--- config.mk ---
export PLATFORM = sky130hd
export DESIGN_NAME = sdcd_ctrl
export DESIGN_NICKNAME = d
export VERILOG_FILES = /design/src/rtl/sdcd_pkg.sv /design/src/rtl/sdcd_ctrl.sv
export SDC_FILE = /design/constraint.sdc
export NUM_CORES = 1
export LEC_CHECK = 0
export BUFFER_PORTS_ARGS = -buffer_cell sky130_fd_sc_hd__buf_2
export CAP_MARGIN = 0
export CELL_PAD_IN_SITES_DETAIL_PLACEMENT = 0
export CELL_PAD_IN_SITES_GLOBAL_PLACEMENT = 2
export CORE_AREA = 2 2 39 41
export CTS_CLUSTER_DIAMETER = 150
export DETAILED_ROUTE_END_ITERATION = 16
export DIE_AREA = 0 0 41 43
export PLACE_DENSITY = 0.56
export SLEW_MARGIN = 20
export SYNTH_ARGS = -nofsm -noshare
export SYNTH_HDL_FRONTEND = slang
export SYNTH_SLANG_ARGS = --single-unit
--- constraint.sdc ---
create_clock -name clk_i -period 1.05 [get_ports clk_i]
set_clock_uncertainty 0.1 [all_clocks]
set_input_delay 0.2625 -clock clk_i [delete_from_list [all_inputs] [get_ports clk_i]]
set_output_delay 0.2625 -clock clk_i [all_outputs]
set_load 0.01 [all_outputs]
--- src/rtl/sdcd_pkg.sv ---
`default_nettype none

package sdcd_pkg;

  // field widths
  localparam int unsigned ByteW  = 8;
  localparam int unsigned CodeW  = 12;
  localparam int unsigned LinkW  = 15;
  localparam int unsigned NibW   = 4;
  localparam int unsigned PhaseW = 2;

  // default sizes
  localparam int unsigned DefDictDepth = 4096;
  localparam int unsigned DefMaxString = 29;

  // chain terminator
  localparam logic [LinkW-1:0] NoLink = 15'h7FFF;

  // unpacking phase codes
  localparam logic [PhaseW-1:0] PhFirst  = 2'd0;
  localparam logic [PhaseW-1:0] PhSecond = 2'd1;
  localparam logic [PhaseW-1:0] PhThird  = 2'd2;

  // item kinds
  localparam logic ActDecode = 1'b0;
  localparam logic ActWrite  = 1'b1;

  typedef enum logic [1:0] {
    StIdle,
    StWalk,
    StEmit
  } sdcd_state_e;

  typedef struct packed {
    logic take;
    logic walk;
    logic emit;
  } sdcd_cmd_t;

  typedef struct packed {
    logic walk_start;
    logic walk_end;
    logic emit_end;
  } sdcd_status_t;

endpackage

`default_nettype wire

--- src/rtl/sdcd_ctrl.sv ---
`default_nettype none

module sdcd_ctrl
  import sdcd_pkg::*;
(
  input  wire logic         clk_i,
  input  wire logic         rst_ni,
  input  wire logic         in_valid_i,
  output logic              in_stall_o,
  input  wire sdcd_status_t status_i,
  output sdcd_cmd_t         cmd_o
);

  sdcd_state_e state_q, state_d;

  always_ff @(posedge clk_i or negedge rst_ni) begin
    if (!rst_ni) begin
      state_q <= StIdle;
    end else begin
      state_q <= state_d;
    end
  end

  always_comb begin
    state_d    = state_q;
    cmd_o      = '0;
    in_stall_o = 1'b1;
    unique case (state_q)
      StIdle: begin
        in_stall_o = 1'b0;
        cmd_o.take = in_valid_i;
        if (in_valid_i && status_i.walk_start) begin
          state_d = StWalk;
        end
      end
      StWalk: begin
        cmd_o.walk = 1'b1;
        if (status_i.walk_end) begin
          state_d = StEmit;
        end
      end
      StEmit: begin
        cmd_o.emit = 1'b1;
        if (status_i.emit_end) begin
          state_d = StIdle;
        end
      end
      default: begin
        state_d = StIdle;
      end
    endcase
  end

endmodule

`default_nettype wire

==> key figures <==
Status
  • Status: complete, but fails checks
  • Failing checks: negative setup slack

Timing
  • Max-Slew Margin vs Limit: 0.9266
  • Period utilization: 1.336
  • Max-slew violations: 0
  • Final worst-path setup slack: -352.5 ps
  • Worst Max-Slew Pin Slew: 109.8 ps
  • Final setup TNS: -1515 ps
  • Minimum clock period: 1403 ps
  • RSZ-0062 raised after global routing: true
  • Worst hold margin: 191.4 ps
  • Hold Vio Cnt, Final: 0
  • Fmax: 0.7130 GHz
  • Final setup viols: 6

Hold path
  • Hold path startpoint: status_i[1]
  • HP Class: primary input to register

Synthesis
  • Seq/Total Area, Yosys: 0.3810
  • Synth warn: 0
  • Mapped Area: 131.4 um2
  • Post-synthesis cell count: 13
  • Synthesized Nets: 19
  • Synth Area per Inst: 10.11 um2
  • Synth top area cells: dfrtp_1, o2bb2ai_2, nor2b_4
  • Synth cell types: 10
  • FF+latch count, synth: 2
  • Top-area cell type share of the netlist area: 0.3810
  • Leading area contributor after synthesis: dfrtp_1

Pwr
  • Clock share of power: 0.313
  • Internal Dissipation: 388.5 uW
  • Leakage: 0.1555 nW
  • Combinational fraction of design power: 0.501
  • Seq pwr share: 0.187
  • Switch share: 0.2860
  • NetSw: 155.6 uW
  • Peak supply drop: 0.3049 mV
  • PwrDens: 1874 nW/um2

GRT
  • Overflow after GRT: 0
  • Initial antenna violation count: 0
  • Vias in the first global route: 169
  • Largest net degree at the start of global routing: 4
  • Gr usage total: 0.07430
  • Global-route wire length before repair: 731 um

Job
  • Max Cap Viol: 0

Detailed routing
  • Final WL: 419 um
  • 1st-pass router iterations: 2
  • Post-route antenna net violation count: 0
  • Remaining DRCs: 0
  • WL/cell: 9.109 um
  • Vias: 144
  • Detail-routed via count per cell: 3.130
  • Iter 0 DRT Violations: 1

Finish
  • Final Core Density: 0.2098
  • Layout area overhead: 121.0%
  • Filler cell count: 157
  • Largest Register: state_q
  • Max reg flops: 2
  • Final std cells w/o fill: 46
  • Most frequent cells in the layout: buf_2, buf_6, inv_1, clkbuf_4
  • Commonest non-fill, non-tap cell in the layout: buf_2
  • Nets: 38
  • Biggest regs: state_q (2)
  • Share of post-route cells with drive strength above 1: 0.7333
  • Ant diodes: 0

Worst setup path
  • Data required time of the critical path: 690 ps
  • WS Path Type: register to primary output
  • Critical Path Start: state_q[1]
  • Worst Path Arrival: 1040 ps
  • Worst setup EP type: primary output
  • CP startpoint kind: register
  • RR Startpoint: state_q[1]
  • Max FO, Critical Path: 3

Clocking
  • Buffers from clock root to sink, at most: 2
  • H-tree depth: 1
  • CTS buffer count: 3
  • CTS Root Cell: clkbuf_4
  • Worst-Skew Late Latency: 220 ps
  • CTS tree: yes
  • Clk slew on worst S/H paths: 30 ps
  • CTS Sinks: 2

Placed design
  • Dpl cells: 40
  • I/O Buffers: 9
  • GPL Wtd Cong: 0.5989
  • Setup WS pre-CTS: -137.9 ps

Floorplan
  • I/O pin count: 10
  • Die X: 41 um
  • Site row count: 14
  • Die area: 1763 um2
  • Die span in y: 43 um
  • Starting Density: 0.09494
  • Area of the core: 1384 um2
what timing repair did:
item                                    CTS  global route
gates resized for setup                   5             1
endpoints found under the setup margin    6             6
pin swaps                                 2             1
buffers inserted                          2             1
endpoints found under the hold margin     2             0
cloned                                    0             0
hold buffers                              1             0
critical path, stage by stage (launching register included):
cell,delay [ps]
dfrtp_1,370
or2_4,270
nor2_4,80
buf_6,100
cell type report:
cell class                      count  area [um2]  area share
Timing Repair Buffer               15       116.4      0.4009
Multi-Input combinational cell      7       70.07      0.2414
Sequential cell                     2       50.05      0.1724
Clock buffer                        3       22.52     0.07759
Tap cell                           16       20.02     0.06897
Inverter                            3       11.26     0.03879
power groups by stage:
stage | registers (mW) | clock network, mW | logic (mW)
after floorplan | 0.107 | 0 | 0.113
final | 0.102 | 0.170 | 0.272
after CTS | 0.102 | 0.180 | 0.273
after global routing | 0.103 | 0.206 | 0.290
after global placement | 0.0997 | 0 | 0.194
after detailed placement | 0.101 | 0 | 0.201
stage by stage:
| stage | cell area, um2 | power (mW) |
|---|---|---|
| global placement | 219.0 | 0.2938 |
| CTS | 290.3 | 0.5548 |
| detailed placement | 219.0 | 0.3019 |
| finish | 290.3 | 0.5441 |
| global route | 290.3 | 0.5998 |
| floorplan | 138.9 | 0.2194 |
cell families (layout without fill, tap and decap cells):
logic type	count (synthesis)	count (layout)	synth area share
buffers and inverters	4	21	0.1429
AOI/OAI and AO/OA	2	2	0.1809
DFF	2	2	0.3810
and+or+nand+nor	5	5	0.2952
cell usage after synthesis (all sizes together):
library cell  count
buf               1
nand2             1
nor2b             2
nor2              1
a22o              1
inv               3
o2bb2ai           1
or2               1
dfrtp             2
metal layers:
metal	GRT usage	wire [um]	vias up
li1	-	-	74
met1	0.06752	180	60
met2	0.08125	188	10
met3	0.07853	51	0
met4	0.08000	0	0
met5	0	0	-
path summary, 6_finish.rpt:
| kind | cells past startpoint | to | slack (ps) |
|---|---|---|---|
| min in group asynchronous | 2 | state_q[0] | 290 |
| max in group asynchronous | 2 | state_q[1] | 470 |
| min reg2reg | 3 | state_q[1] | 600 |
| max reg2reg | 4 | state_q[0] | -120 |
| min | 2 | state_q[1] | 190 |
| max | 3 | cmd_o[2] | -350 |
No activity file was read; power rests on OpenSTA's default activity.
